`config.mk`:
```
export PLATFORM = sky130hd
export DESIGN_NAME = erp_front
export DESIGN_NICKNAME = d
export VERILOG_FILES = /design/src/hw/rtl/erp_pkg.sv /design/src/hw/rtl/erp_front.sv
export SDC_FILE = /design/constraint.sdc
export NUM_CORES = 1
export LEC_CHECK = 0
export ABC_AREA = 1
export CORE_UTILIZATION = 36
export DETAILED_ROUTE_END_ITERATION = 16
export DONT_BUFFER_PORTS = 1
export PLACE_DENSITY_LB_ADDON = 0.15
export SLEW_MARGIN = 0
export SYNTH_ARGS = -nofsm -noshare
export SYNTH_HDL_FRONTEND = slang
export SYNTH_SLANG_ARGS = --single-unit
```
`constraint.sdc`:
```
create_clock -name vclk -period 15.11
set_input_delay 3.7775 -clock vclk [all_inputs]
set_output_delay 3.7775 -clock vclk [all_outputs]
set_load 0.005 [all_outputs]
```
`src/hw/rtl/erp_pkg.sv`:
```
// Package for the echo reply tracker: item, stage and result types, codes and constants.
// No dependencies; every other file of the block imports it.
`timescale 1ns / 1ps

package erp_pkg;

   // Seen map geometry: default size and the width of one memory row.
   localparam int MAP_BITS_DEF = 16384;
   localparam int ROW_BITS     = 32;

   // Depth of the queue between front and back.
   localparam int Q_DEPTH = 2;

   // Configuration register indexes.
   localparam logic REG_ECHO_IDENT   = 1'b0;
   localparam logic REG_PAYLOAD_SIZE = 1'b1;

   // Register reset values.
   localparam logic [15:0] ECHO_IDENT_RST   = 16'd0;
   localparam logic [15:0] PAYLOAD_SIZE_RST = 16'd56;

   // ICMP header bytes ahead of the payload, and the smallest payload that holds a timestamp.
   localparam logic [16:0] ICMP_HDR_BYTES = 17'd8;
   localparam logic [15:0] TIMED_MIN_SIZE = 16'd8;

   // ICMP type codes.
   localparam logic [7:0] KIND_REPLY   = 8'd0;
   localparam logic [7:0] KIND_REQUEST = 8'd8;

   // Microseconds per second.
   localparam logic signed [20:0] USEC_PER_SEC = 21'sd1000000;

   // Saturation limits.
   localparam logic signed [31:0] TRIP_MAX  = 32'sh7FFF_FFFF;
   localparam logic signed [31:0] TRIP_MIN  = 32'sh8000_0000;
   localparam logic signed [47:0] SUM_MAX   = 48'sh7FFF_FFFF_FFFF;
   localparam logic signed [47:0] SUM_MIN   = 48'sh8000_0000_0000;
   localparam logic        [31:0] COUNT_MAX = 32'hFFFF_FFFF;

   // Item opcodes on the input channel.
   localparam logic OPC_TRANSMIT = 1'b0;
   localparam logic OPC_RECEIVE  = 1'b1;

   // Reported events.
   typedef enum logic [2:0] {
      EV_IGNORED = 3'd0,
      EV_NEW     = 3'd1,
      EV_DUP     = 3'd2,
      EV_OTHER   = 3'd3,
      EV_SENT    = 3'd4
   } erp_event_type;

   // Classes the front assigns to an item.
   typedef enum logic [1:0] {
      OP_TX     = 2'd0,
      OP_IGNORE = 2'd1,
      OP_OTHER  = 2'd2,
      OP_REPLY  = 2'd3
   } erp_op_type;

   // Back-end sequencer states.
   typedef enum logic [1:0] {
      BK_CLEAR  = 2'd0,
      BK_FETCH  = 2'd1,
      BK_COMMIT = 2'd2
   } erp_back_state_type;

   // Configuration seen by the front.
   typedef struct packed {
      logic [15:0] echo_ident;
      logic [15:0] payload_size;
   } erp_cfg_type;

   // Classified item held in the queue.
   typedef struct packed {
      erp_op_type         op;
      logic               timed;
      logic [15:0]        seq;
      logic [15:0]        bytes;
      logic [7:0]         kind;
      logic signed [53:0] prod;
      logic signed [20:0] udiff;
   } erp_item_type;

   // One result item.
   typedef struct packed {
      erp_event_type      event_res;
      logic [15:0]        seq_out;
      logic [15:0]        icmp_bytes;
      logic [7:0]         kind_out;
      logic signed [31:0] trip_us;
      logic [31:0]        sent_total;
      logic [31:0]        recv_total;
      logic [31:0]        dup_total;
      logic signed [31:0] trip_min;
      logic signed [31:0] trip_max;
      logic signed [47:0] trip_total;
   } erp_result_type;

endpackage

```
`src/hw/rtl/erp_front.sv`:
```
// Front part of the echo reply tracker: classifies an incoming item and scales its time stamps.
// Depends on erp_pkg.
`timescale 1ns / 1ps

module erp_front
   import erp_pkg::*;
(
   input  erp_cfg_type  cfg,
   input  logic         opcode,
   input  logic [15:0]  total_len,
   input  logic [3:0]   header_words,
   input  logic [15:0]  packet_ident,
   input  logic [7:0]   icmp_kind,
   input  logic [15:0]  echo_seq,
   input  logic [31:0]  sent_sec,
   input  logic [19:0]  sent_usec,
   input  logic [31:0]  now_sec,
   input  logic [19:0]  now_usec,
   output erp_item_type item
);

   logic [15:0]        hdr_bytes;
   logic [15:0]        net_bytes;
   logic               accepted;
   logic               timed;
   logic signed [32:0] sec_diff;
   logic signed [20:0] usec_diff;
   logic signed [53:0] sec_scaled;

   // Length of the ICMP part, clamped at zero when the header claims more than the packet.
   assign hdr_bytes = {10'd0, header_words, 2'b00};
   assign net_bytes = (total_len >= hdr_bytes) ? (total_len - hdr_bytes) : 16'd0;

   // A received packet counts only when long enough and carrying our identifier.
   assign accepted = ({1'b0, total_len} >= ({1'b0, cfg.payload_size} + ICMP_HDR_BYTES)) &&
                     (packet_ident == cfg.echo_ident);
   assign timed    = (cfg.payload_size >= TIMED_MIN_SIZE);

   // Round-trip parts: the seconds difference is scaled here, the sum is formed in the back.
   assign sec_diff   = $signed({1'b0, now_sec}) - $signed({1'b0, sent_sec});
   assign usec_diff  = $signed({1'b0, now_usec}) - $signed({1'b0, sent_usec});
   assign sec_scaled = sec_diff * USEC_PER_SEC;

   // Classification of the item.
   always_comb begin
      item       = '0;
      item.prod  = sec_scaled;
      item.udiff = usec_diff;
      item.timed = timed;
      if (opcode == OPC_TRANSMIT) begin
         item.op    = OP_TX;
         item.kind  = KIND_REQUEST;
      end else if (!accepted) begin
         item.op    = OP_IGNORE;
      end else if (icmp_kind == KIND_REPLY) begin
         item.op    = OP_REPLY;
         item.seq   = echo_seq;
         item.bytes = net_bytes;
      end else if (icmp_kind == KIND_REQUEST) begin
         item.op    = OP_IGNORE;
      end else begin
         item.op    = OP_OTHER;
         item.bytes = net_bytes;
         item.kind  = icmp_kind;
      end
   end

endmodule

```
Word-level counts from Yosys, hierarchy flattened. Index checks and enable logic that the tools add are counted.

Memories kept: 0. Memory bits (writable): 0. Latch bits: 0. Memory bits (read-only): 0. Output and inout bits: 118. Input port bits: 197. Register bits after elaboration: 0.

Multiply operators: 1. Divide/modulo/power cells: 0. Add/subtract/negate cells: 4. Bitwise gates (word level): 0. Magnitude comparators: 3. Eq/ne operators: 2. Mux-type cells: 12. Reduce and logical (&&, ||, !) cells: 2. Shift operators: 0.

Operators by type and width (number): multiplier 33 x 15 -> 48 bit, second input constant (1); 2-to-1 mux 16 bit (3); 2-to-1 mux 40 bit (1); subtractor 32 x 32 -> 33 bit (1); 2-to-1 mux 32 bit (1); 2-to-1 mux 24 bit (1); subtractor 20 x 20 -> 21 bit (1); adder 16 x 4 -> 17 bit, second input constant (1); >= comparator 16 x 17 -> 1 bit (1); equality test 16 bit (1); >= comparator 16 x 4 -> 1 bit, second input constant (1); >= comparator 16 x 6 -> 1 bit (1); 2-to-1 mux 8 bit (2); subtractor 16 x 6 -> 16 bit (1); equality test 8 x 4 -> 1 bit, second input constant (1); logical NOT 8 bit (1); 2-to-1 mux 2 bit (4); logical AND 1 bit (1).

Logic depth before layout (Yosys ltp).
Depth after elaboration: 6. Mapped depth: 37.

Worst setup path after synthesis. OpenSTA, ideal clock, no wires.

Path kind: input to output. Start: input port sent_sec[5]. End: output port item[74] (netlist name). Path slack: 2.067 ns. Buffers on the path: 0. Data arrival time: 9.266 ns. Required time: 11.333 ns. Stages: 32. Path through: inv_1 > ha_1 > nand2_1 > nor2_1 > nand2_1 > nand2_1 > nand2_1 > nand2_2 > nand2_1 > o21ai_1 > xor2_1 > inv_1 > ha_1 > inv_1 > fa_1 > inv_1 > fa_1 > inv_1 > fa_1 > inv_1 > fa_1 > ha_1 > ha_1 > nand2_1 > nor2_1 > nand2_1 > nor2_1 > nand3_1 > nand3_1 > inv_1 > nand2_1 > nand2_1.

RTL lines: start: declaration (line erp_front.sv:15) `input logic [31:0] sent_sec,`; end: declaration (line erp_front.sv:19) `output erp_item_type item`.

==> qor.txt <==
================================================================================
Synth Area in Simple Gates                                                 24.0%
Data required, critical path                                            11.33 ns
Fraction of the yosys area taken by sequential cells                          0%
Yosys warns                                                                    0
Buffers plus inverters on the worst setup path                                 6
Resized Gates After CTS                                                        0
Total of max-cap violations                                                    0
Final critical path time including I/O delays and setup                 14.26 ns
Cell Area, Synth                                                      0.0142 mm²
Initial cell density of the core                                           36.6%
Main combinational cell family by area after synthesis               adder cells
CP top delay family                                                  adder cells
Die Footprint                                                         0.0403 mm²
Fraction of final layout cells with drive strength greater than 1          3.32%
Critical path startpoint category                                     input port
Post-detailed-route count of antenna-violating nets                            0
Post-route cell area                                                  0.0148 mm²
Initial antenna violation count                                                8
Hold Violations, Final                                                         0
Library cells used by synthesis                                               50
Hold crit path type                                                 input port to output port
Run status                                                             completed
Worst setup path start                                                now_sec[0]
Syn avg cell area                                                       6.93 µm²
Io pins                                                                      315
Total grt overflow                                                             0
Number of cells in the finished layout apart from fillers                   2571
# setup viols final                                                            0
Rel. slew slack                                                            43.3%
Remaining design rule violation count                                          0
Floorplan core area                                                   0.0388 mm²
Detailed-router iteration count before antenna repair                          5
Post-detailed-route via-to-cell ratio                                       4.91
Final slew viol count                                                          0
Post-synthesis compound-gate area fraction                                 8.28%
Crit path top cell by count                                                inv_1
Combined area of the multi-input logic cells                          0.0123 mm²
Die outline width                                                         201 µm
Combined global-route utilization of all metal layers                      22.3%
Number of placed instances with taps included                               2564
Final worst path period share                                              94.4%
Post-synthesis share of cell area spent on xor and xnor gates              8.39%
Total cell area at the placement stage                                0.0148 mm²
Worst setup path class                                              input port to output port
Port-buffer cells                                                              0
RSZ-0062 raised after global routing                                          no
Layout net count                                                            2672
Chip height                                                               201 µm
Clock buf count                                                                0
Total vias in the final route                                              12600
P&R area growth vs syn                                                     4.36%
Pin count of the biggest net entering global routing                          29
FF+latch area                                                              0 µm²
Number of global-route vias before repair                                  13300
Detailed placement HPWL                                                  42.2 mm
Adder and majority gate portion of the synthesized area                    45.5%
Largest stage delay, worst path                                          0.61 ns
Number of cell rows                                                           72
Mux cell area share after synthesis                                           0%
Max FO, Critical Path                                                          5
Wire length reported by the detailed router                              45.4 mm
Actual transition at the worst max-transition pin                       0.849 ns
Number of fill cells in the layout                                          4257
Slowest stage cell, crit path                                             xor2_1
Average wire per standard cell                                           17.6 µm
Critical path endpoint category                                      output port
Starting DRT DRC Count                                                       477
Quantity of hold-fixing buffers added after cts                                0
Maximum clock frequency                                                 70.1 MHz
Arrival time reported for the critical path endpoint                    10.49 ns
Number of setup buffers added after CTS                                        0
Total Negative Setup Slacks                                                 0 ns
Cells after synthesis                                                       2052
First-pass GRT wire length                                               71.1 mm
Final sequential cell count                                                    0
Global placement routability congestion                                    0.987
Hold_sp                                                                   opcode
================================================================================
==> through the flow <==
step	utilization, %	worst slack (ns)	hold slack (ns)
2_1_floorplan	-	2.07	7.60
3_3_place_gp	38.2	0.916	7.62
3_5_place_dp	38.2	0.942	7.61
4_1_cts	38.2	0.914	7.61
5_1_grt	38.2	0.441	7.62
6_report	38.2	0.847	7.61
==> area by class of cell <==
| type | instances | area share (%) |
|---|---|---|
| antenna | 7 | 0.118 |
| inverter | 497 | 12.6 |
| multi-input combinational | 1545 | 82.7 |
| tap | 518 | 4.37 |
| timing repair buffer | 4 | 0.202 |
==> synthesized netlist by cell type (2+ instances only) <==
| cell type | n | area [µm²] |
|---|---|---|
| a211oi_1 | 3 | 22.5 |
| a21boi_0 | 4 | 30.0 |
| a21o_1 | 6 | 45.0 |
| a21oi_1 | 105 | 526 |
| a21oi_2 | 3 | 26.3 |
| a31oi_1 | 8 | 50.1 |
| and3_1 | 2 | 12.5 |
| buf_2 | 4 | 20.0 |
| buf_4 | 9 | 67.6 |
| clkbuf_1 | 2 | 7.51 |
| clkinv_1 | 2 | 7.51 |
| fa_1 | 150 | 3000 |
| ha_1 | 277 | 3470 |
| inv_1 | 488 | 1830 |
| inv_2 | 7 | 26.3 |
| nand2_1 | 393 | 1480 |
| nand2_2 | 17 | 106 |
| nand2_4 | 4 | 45.0 |
| nand3_1 | 79 | 395 |
| nand3_2 | 6 | 60.1 |
| nand3b_1 | 4 | 30.0 |
| nand4_1 | 23 | 144 |
| nor2_1 | 159 | 597 |
| nor2_2 | 11 | 68.8 |
| nor2_4 | 2 | 22.5 |
| nor3_1 | 37 | 185 |
| nor3_2 | 2 | 20.0 |
| nor3b_1 | 19 | 143 |
| nor4_1 | 11 | 68.8 |
| o211ai_1 | 4 | 30.0 |
| o21a_1 | 5 | 37.5 |
| o21ai_0 | 50 | 250 |
| o21ai_1 | 2 | 10.0 |
| o21ai_2 | 2 | 17.5 |
| o21bai_1 | 12 | 90.1 |
| or2_2 | 3 | 18.8 |
| xnor2_1 | 44 | 385 |
| xnor2_2 | 2 | 32.5 |
| xor2_1 | 79 | 692 |
| xor2_2 | 2 | 32.5 |
==> routing by layer <==
layer	vias up	track usage, %	routed length [µm]
met5	-	0	12
met4	2	7.74	1420
met3	57	3.23	2290
met2	324	41.0	22600
met1	5837	26.1	19100
li1	6410	-	-
==> cells in the final DEF, fill, tap and decap left out, drive strengths merged, types with 3 or more instances in the layout <==
cell type and n:
inv 495, nand2 414, ha 277, nor2 172, fa 150, a21oi 108, nand3 85, xor2 82
o21ai 54, xnor2 46, nor3 39, nand4 24, nor3b 19, o21bai 13, nor4 11, a31oi 8
diode 7, a21o 6, conb 6, o21a 5, nand3b 4, a21boi 4, o211ai 4, buf 4
or2 3, a211oi 3
==> path summary, 6_finish.rpt <==
kind  slack [ns]  endpoint  cells past startpoint
min         7.61  item[78]                      1
max         0.85  item[70]                     28
==> cells by family after synthesis <==
logic type / count (synthesis)
adder cells (fa/ha/maj): 427
buffers and inverters: 512
XOR/XNOR: 129
AND/OR/NAND/NOR: 774
AO/OA/AOI/OAI: 209
other: 1
Power is left out: the tool's default activity adds up to more than one toggle a clock period on the data nets, which glitch-free logic cannot reach.
