## config.mk

```make
export PLATFORM = sky130hd
export DESIGN_NAME = erp_queue
export DESIGN_NICKNAME = d
export VERILOG_FILES = /design/src/hw/rtl/erp_pkg.sv /design/src/hw/rtl/erp_queue.sv
export SDC_FILE = /design/constraint.sdc
export NUM_CORES = 1
export LEC_CHECK = 0
export BUFFER_PORTS_ARGS = -buffer_cell sky130_fd_sc_hd__buf_2
export CAP_MARGIN = 20
export CORE_ASPECT_RATIO = 0.5
export CORE_MARGIN = 5
export CORE_UTILIZATION = 52
export CTS_CLUSTER_DIAMETER = 120
export CTS_CLUSTER_SIZE = 30
export DETAILED_ROUTE_END_ITERATION = 8
export GPL_TIMING_DRIVEN = 1
export PLACE_DENSITY_LB_ADDON = 0.12
export SETUP_SLACK_MARGIN = 0.1
export SLEW_MARGIN = 20
export SYNTH_ARGS = -nofsm -noshare
export SYNTH_HDL_FRONTEND = slang
export SYNTH_SLANG_ARGS = --single-unit
```

## constraint.sdc

```tcl
create_clock -name clock -period 7.95 [get_ports clock]
set_input_delay 1.59 -clock clock [delete_from_list [all_inputs] [get_ports clock]]
set_output_delay 1.59 -clock clock [all_outputs]
set_load 0.03 [all_outputs]
```

## src/hw/rtl/erp_pkg.sv

```systemverilog
// Package for the echo reply tracker: item, stage and result types, codes and constants.
// No dependencies; every other file of the block imports it.
`timescale 1ns / 1ps

package erp_pkg;

   // Seen map geometry: default size and the width of one memory row.
   localparam int MAP_BITS_DEF = 16384;
   localparam int ROW_BITS     = 32;

   // Depth of the queue between front and back.
   localparam int Q_DEPTH = 2;

   // Configuration register indexes.
   localparam logic REG_ECHO_IDENT   = 1'b0;
   localparam logic REG_PAYLOAD_SIZE = 1'b1;

   // Register reset values.
   localparam logic [15:0] ECHO_IDENT_RST   = 16'd0;
   localparam logic [15:0] PAYLOAD_SIZE_RST = 16'd56;

   // ICMP header bytes ahead of the payload, and the smallest payload that holds a timestamp.
   localparam logic [16:0] ICMP_HDR_BYTES = 17'd8;
   localparam logic [15:0] TIMED_MIN_SIZE = 16'd8;

   // ICMP type codes.
   localparam logic [7:0] KIND_REPLY   = 8'd0;
   localparam logic [7:0] KIND_REQUEST = 8'd8;

   // Microseconds per second.
   localparam logic signed [20:0] USEC_PER_SEC = 21'sd1000000;

   // Saturation limits.
   localparam logic signed [31:0] TRIP_MAX  = 32'sh7FFF_FFFF;
   localparam logic signed [31:0] TRIP_MIN  = 32'sh8000_0000;
   localparam logic signed [47:0] SUM_MAX   = 48'sh7FFF_FFFF_FFFF;
   localparam logic signed [47:0] SUM_MIN   = 48'sh8000_0000_0000;
   localparam logic        [31:0] COUNT_MAX = 32'hFFFF_FFFF;

   // Item opcodes on the input channel.
   localparam logic OPC_TRANSMIT = 1'b0;
   localparam logic OPC_RECEIVE  = 1'b1;

   // Reported events.
   typedef enum logic [2:0] {
      EV_IGNORED = 3'd0,
      EV_NEW     = 3'd1,
      EV_DUP     = 3'd2,
      EV_OTHER   = 3'd3,
      EV_SENT    = 3'd4
   } erp_event_type;

   // Classes the front assigns to an item.
   typedef enum logic [1:0] {
      OP_TX     = 2'd0,
      OP_IGNORE = 2'd1,
      OP_OTHER  = 2'd2,
      OP_REPLY  = 2'd3
   } erp_op_type;

   // Back-end sequencer states.
   typedef enum logic [1:0] {
      BK_CLEAR  = 2'd0,
      BK_FETCH  = 2'd1,
      BK_COMMIT = 2'd2
   } erp_back_state_type;

   // Configuration seen by the front.
   typedef struct packed {
      logic [15:0] echo_ident;
      logic [15:0] payload_size;
   } erp_cfg_type;

   // Classified item held in the queue.
   typedef struct packed {
      erp_op_type         op;
      logic               timed;
      logic [15:0]        seq;
      logic [15:0]        bytes;
      logic [7:0]         kind;
      logic signed [53:0] prod;
      logic signed [20:0] udiff;
   } erp_item_type;

   // One result item.
   typedef struct packed {
      erp_event_type      event_res;
      logic [15:0]        seq_out;
      logic [15:0]        icmp_bytes;
      logic [7:0]         kind_out;
      logic signed [31:0] trip_us;
      logic [31:0]        sent_total;
      logic [31:0]        recv_total;
      logic [31:0]        dup_total;
      logic signed [31:0] trip_min;
      logic signed [31:0] trip_max;
      logic signed [47:0] trip_total;
   } erp_result_type;

endpackage

```

## src/hw/rtl/erp_queue.sv

```systemverilog
// Short queue of classified items between the front and the back of the echo reply tracker.
// Depends on erp_pkg.
`timescale 1ns / 1ps

module erp_queue
   import erp_pkg::*;
(
   input  logic         clock,
   input  logic         reset,
   input  logic         push,
   input  erp_item_type push_item,
   output logic         full,
   input  logic         pop,
   output erp_item_type head,
   output logic         empty
);

   localparam int PTR_W = $clog2(Q_DEPTH);
   localparam int CNT_W = $clog2(Q_DEPTH + 1);

   erp_item_type           slot_ff [Q_DEPTH];
   logic [PTR_W-1:0]       wr_ptr_ff, wr_ptr_in;
   logic [PTR_W-1:0]       rd_ptr_ff, rd_ptr_in;
   logic [CNT_W-1:0]       count_ff, count_in;

   assign full  = (count_ff == CNT_W'(Q_DEPTH));
   assign empty = (count_ff == '0);
   assign head  = slot_ff[rd_ptr_ff];

   // Pointer and fill bookkeeping.
   always_comb begin
      wr_ptr_in = push ? wr_ptr_ff + 1'b1 : wr_ptr_ff;
      rd_ptr_in = pop  ? rd_ptr_ff + 1'b1 : rd_ptr_ff;
      count_in  = count_ff;
      if (push && !pop) begin
         count_in = count_ff + 1'b1;
      end else if (pop && !push) begin
         count_in = count_ff - 1'b1;
      end
   end

   always_ff @(posedge clock) begin
      if (reset) begin
         wr_ptr_ff <= '0;
         rd_ptr_ff <= '0;
         count_ff  <= '0;
      end else begin
         wr_ptr_ff <= wr_ptr_in;
         rd_ptr_ff <= rd_ptr_in;
         count_ff  <= count_in;
      end
   end

   // Item storage.
   always_ff @(posedge clock) begin
      if (push) begin
         slot_ff[wr_ptr_ff] <= push_item;
      end
   end

endmodule

```

Yosys cells after proc, flatten, opt, wreduce, memory -nomap -nowiden
Memories as Yosys holds them, arrays and structs flattened. A register that Yosys moved wholly into a read port is not among the register bits. Cells that the tools add are included.

Output and inout bits: 120. RAM bits: 236. Input bits: 122. Word-level logic and storage cells: 21. Register bits: 4. Memories: 1.

Memory list: slot_ff (words 2, width 118, read ports 1, clocked after memory_dff 1, wr ports 1, RTL line erp_queue.sv:21) `erp_item_type slot_ff [Q_DEPTH];`.

Add/sub/neg operators: 4. Equality and inequality tests: 1. Reduce and logical (&&, ||, !) cells: 6. Mux-type cells: 6.

Operator list (count): 2-to-1 mux 1 bit (4); 2-to-1 mux 2 bit (2); adder 1 bit, second input constant (2); adder 2 x 1 -> 2 bit, second input constant (1); equality test 2 bit, second input constant (1); logical AND 1 bit (2); zero test 1 bit (2); zero test 2 bit (1); nonzero test 2 bit (1); subtractor 2 x 1 -> 2 bit, second input constant (1).

Depth between registers and ports, before layout
Gate-level depths: netlist (run 1).

Depth after elaboration: 4. Gate-level depth with buffers: 5. Mapped depth without buffers: 5.

Least setup slack after synthesis (run 1)
Ideal clock, no wire load.

Path kind: input-to-reg. Start point: input port push. End point: memory slot_ff[0][0] (netlist name), enable pin. Buffers on the path: 0. Required time: 7340 ps. Stages: 1. Setup time: 610 ps. Arrival time: 6711 ps. Path slack: 628 ps. Cells stage by stage: nor2b_1.

Longest elaborated chain between the ends: 2.

Ends and longest elaborated chain: from (decl) (RTL line erp_queue.sv:10) `input logic push,`; 2-to-1 mux 1 bit (RTL line erp_queue.sv:56) `if (push) begin`; 2-to-1 mux 1 bit (implied by the code) (RTL line erp_queue.sv:57) `slot_ff[wr_ptr_ff] <= push_item;`; to (decl) (RTL line erp_queue.sv:21).

Every way passes these cells.

==> results of run 1 <==
[worst paths after layout]
kind / to / slack (ns) / depth (start not counted)
min: count_ff[1] / 0.52 / 2
max: head[51] / 3.51 / 3
min reg2reg: count_ff[1] / 0.52 / 2
max reg2reg: slot_ff[1][4] / 5.64 / 2
[through the flow]
stage,instance area (um2),hold slack [ns]
2_1_floorplan,8786,0.4608
3_3_place_gp,10230,0.4867
3_5_place_dp,10260,0.5013
4_1_cts,10620,0.5194
5_1_grt,10620,0.5496
6_report,10620,0.5181
[layout make-up]
type / instances / share of cell area [%]
Antenna cell: 2 / 0.04712
Clock buffer: 14 / 3.098
Clock inverter: 1 / 0.2827
Inverter: 1 / 0.03534
Multi-Input combinational cell: 134 / 14.27
Sequential cell: 241 / 67.70
Tap cell: 227 / 2.674
Timing Repair Buffer: 246 / 11.90
[synthesized netlist by cell type, drive strengths merged]
library cell,count,area [um2]
ha,1,12.51
xnor2,2,17.52
or3,1,6.260
mux2,118,1404
a21oi,1,5.000
buf,13,90.08
inv,1,3.750
xor2,2,17.52
dfxtp,5,100.1
edfxtp,236,7087
nor2,5,18.77
nor2b,2,12.51
and2,1,6.260
o21ai,1,5.000
[per-layer routing]
layer / up-vias / global-route usage, %
met2: 128 / 27.69
met5: - / 0
li1: 2022 / -
met4: 4 / 2.808
met1: 2147 / 21.41
met3: 26 / 4.677
[flip-flops by register name, indices dropped and copies added, names as in the netlist, named ones only]
name,count
rd_ptr_ff,1
count_ff,2
wr_ptr_ff,1
slot_ff,236
[where the power goes]
part | internal (mW) | total (mW) | switching [mW]
combinational | 0.147 | 0.403 | 0.256
sequential | 1.48 | 1.51 | 0.0297
clock | 0.304 | 0.676 | 0.371
[worst max-delay path: cells and delay by family (launching register included)]
family                 cells  cell delay (ns)
DFF                        1             0.93
muxes                      1             0.42
buffers and inverters      2             0.97
[layout by cell type (no fill, tap or decap), types with 2 or more instances in the layout]
master     count
buf_2        241
mux2_4        20
clkbuf_16     13
nor2_1         5
buf_4          4
xor2_1         2
diode_2        2
edfxtp_1     236
mux2_2        98
dfxtp_1        4
xnor2_1        2
[logic make-up after synthesis]
logic type               count (synthesis)  synth area share, %
buffers and inverters                   14                1.068
XOR/XNOR                                 4               0.3988
adder cells (fa/ha/maj)                  1               0.1424
flip-flops                             241                81.80
AO/OA/AOI/OAI                            2               0.1138
multiplexers                           118                15.98
AND/OR/NAND/NOR                          9               0.4985
==> metrics, run 1 <==
die width=193.8 um; TNS Setup=0 ns; Register Area=0.007191 mm2; critical path class=register to output port; max-cap viol count=0; leakage=3.984 nW; Syn Inst Count=389; fill cell count=1,206; port bufs=241; Ys Warns=0; WL met3=1009 um; buffer depth of the longest clock path=3; metal2 WL=8005 um; initial antenna violation count=4; Vias/cell=4.997; share of layout cells above drive strength 1=59.81%; reg2reg start=wr_ptr_ff; final-report setup violation count=0; critical path launch point type=register; Rows=33; Max rail drop VDD=0.1572 mV; Synth Net Count=512; critical path endpoint category=output port; Synth-to-Final Area Change=20.89%; first-pass GRT wire length=25,030 um; Slew Limit Headroom=35.48%; clk_lat worst skew=0.47 ns; worst clock skew=0.03328 ns; detailed-router iteration count before antenna repair=4; Arrival @ worst endpoint=2.85 ns; Die Ht=101.9 um; DP Cell Count=849; final core area utilization=64.47%; fmax=225.3 MHz; vias in the first global route=4,564; pre-CTS WS=3.962 ns; Die Area=0.01975 mm2; crit-path max cell delay=0.93 ns; DRT iter0 DRCs=244; GPL Wtd Cong=0.7440; Core ar.=0.01647 mm2; sequential-to-total area share from yosys stat=81.80%; total grt overflow=0; hold buffer count at CTS=0; Root Driver=clkbuf_16; PostCTS Resize Cnt=0; Post-Route M1 WL=7167 um; clk sink count=241; Mapped Area=0.008786 mm2; Pwr Density=243.8 mW/mm2; Worst EP required=6.36 ns; final cell count without fillers=866; Clock Pin Slew Worst Setup and Hold Paths=0.11 ns; CTS tree=yes; DR vias=4,327; Crit-path slowest cell=dfxtp_4; NumNets Final=759; overall power=2.589 mW; post-CTS setup buffer count=0; I/O pins=242; CP max FO=60; Final Critical Period=4.438 ns; distinct cell type count of the synthesized netlist=16; top sig layer=met5; largest net degree at the start of global routing=70; Worst Max-Slew Pin Slew=0.9678 ns; fin. max-slew vios=0; final wirelength=16,440 um; ANT nets after route=0; status=completed; DP Wirelength=11,190 um; CP Cell Sequence=buf_4 > mux2_2 > buf_2; final period utilization=55.83%; htree depth=1; CTS Buf Count=12; Final Hold Viols=0; Hold Crit Class=register to register; Initial Util=53.33%; RSZ-0062 raised after global routing=no; drt wl/cell=18.98 um; launch point of the worst hold path=count_ff[1]; Worst Slack Setup Final=3.512 ns; synthesized flop and latch total=241; Residual DRC=0; Avg Inst Size Synth=22.59 um2; Multi-input gate area=0.001515 mm2; total track usage=16.14%
Note: power is estimated with default switching activity, not from simulation.
==> run 2, diff against run 1 <==
==> constraint.sdc (replaced) <==
create_clock -name clock -period 4.2 [get_ports clock]
set_input_delay 0.84 -clock clock [delete_from_list [all_inputs] [get_ports clock]]
set_output_delay 0.84 -clock clock [all_outputs]
set_load 0.03 [all_outputs]
==> run 2 against run 1 <==
Clock power rose by 91%. Sequential power rose by 88%. Global-route usage rose by 0.14 points. Critical path depth did not move. Utilization barely moved. Worst setup slack got worse by 2.3 ns. Combinational power rose by 94%. Routed wire length rose by 2.4%. Flip-flop and latch count did not move.
==> metrics, run 2 (same netlist as run 1, synthesis figures left out) <==
status=completed; post-CTS setup buffer count=0; Die Area=0.01975 mm2; worst clock skew=0.03587 ns; share of layout cells above drive strength 1=59.72%; TNS Setup=0 ns; port bufs=241; detailed-router iteration count before antenna repair=4; Root Driver=clkbuf_16; critical path launch point type=register; Die Ht=101.9 um; final cell count without fillers=865; largest net degree at the start of global routing=110; buffer depth of the longest clock path=3; commonest non-fill, non-tap cell in the layout=buf_2; Core ar.=0.01647 mm2; Synth-to-Final Area Change=20.93%; htree depth=1; max FFs per register=236; initial antenna violation count=5; Worst EP required=3.36 ns; Vias/cell=5.016; critical path endpoint category=output port; Largest regs=slot_ff (236), count_ff (2); Initial Util=53.33%; diode count=0; final wirelength=16,840 um; most frequent cells in the layout=241 x buf_2, 236 x edfxtp_1, 98 x mux2_2; ANT nets after route=0; leakage=3.985 nW; Max rail drop VDD=0.2645 mV; DP Wirelength=11,250 um; r2r setup slk=2.44 ns; CTS Buf Count=12; r2r endpoint=slot_ff[1][50]; Slew Limit Headroom=42.91%; DP Cell Count=849; final-report setup violation count=0; clk_lat worst skew=0.47 ns; reg2reg path depth=2; first-pass GRT wire length=25,080 um; max-cap viol count=0; Final Critical Period=2.967 ns; Pwr Density=462.5 mW/mm2; pre-CTS WS=1.748 ns; fin. max-slew vios=0; Biggest register=slot_ff; hold depth=2; Residual DRC=0; Worst Max-Slew Pin Slew=0.8564 ns; die width=193.8 um; Worst Slack Setup Final=1.233 ns; Hold Crit Class=register to register; DRT iter0 DRCs=184; RSZ-0062 raised after global routing=no; Final Hold Viols=0; drt wl/cell=19.47 um; CTS tree=yes; total grt overflow=0; launch point of the worst hold path=count_ff[1]; CP max FO=109; Clock Pin Slew Worst Setup and Hold Paths=0.11 ns; total track usage=16.29%; final period utilization=70.65%; Min-Delay Endpoint=count_ff[1]; DR vias=4,339; reg2reg start=wr_ptr_ff; NumNets Final=759; Rows=33; hold buffer count at CTS=0; Arrival @ worst endpoint=2.13 ns; vias in the first global route=4,615; critical path class=register to output port; GPL Wtd Cong=0.7344; clk sink count=241; I/O pins=242; fmax=337.0 MHz; PostCTS Resize Cnt=0
==> run 2: how the worst max path moves through the flow <==
stage / startpoint / to / depth (start not counted)
after floorplan: push / slot_ff[1][0] / 1
after global placement: register / head[55] / 3
after CTS: register / head[20] / 3
after detailed placement: register / head[20] / 3
final: register / head[19] / 3
after global routing: register / head[55] / 3
==> run 2: critical path, cell delays in order, from the launching register on <==
cell and delay, ns:
dfxtp_4 0.44, buf_12 0.46, mux2_2 0.43, buf_2 0.18
==> run 2: stage by stage <==
stage	instance area [um2]	util, %	power (mW)	hold WS (ns)
finish	10630	64.49	4.914	0.5107
CTS	10630	64.49	4.965	0.5130
floorplan	8793	-	3.438	0.4608
detailed placement	10260	62.29	3.688	0.4974
global route	10630	64.49	5.110	0.5125
global placement	10260	62.29	3.675	0.4841
==> run 2: where the power goes <==
group / internal (mW) / switching [mW]
combinational: 0.278 / 0.502
clock: 0.580 / 0.715
sequential: 2.80 / 0.0370
total: 3.66 / 1.25
==> run 2: layout make-up <==
type                            instances  area (um2)
Fill cell                            1183        5849
Clock buffer                           15       332.8
Multi-Input combinational cell        134        1515
Clock inverter                          1       30.03
Tap cell                              227       284.0
Inverter                                1       3.754
Timing Repair Buffer                  246        1269
Sequential cell                       241        7191
==> run 2: per-layer routing <==
metal | wire [um] | up-vias | GRT usage, % | part of all wire, %
met5 | 56 | - | 0 | 0.33
met4 | 175 | 10 | 2.106 | 1.0
met3 | 1232 | 26 | 5.929 | 7.3
met2 | 8356 | 124 | 28.71 | 50
met1 | 7018 | 2162 | 20.44 | 42
li1 | - | 2017 | - | -
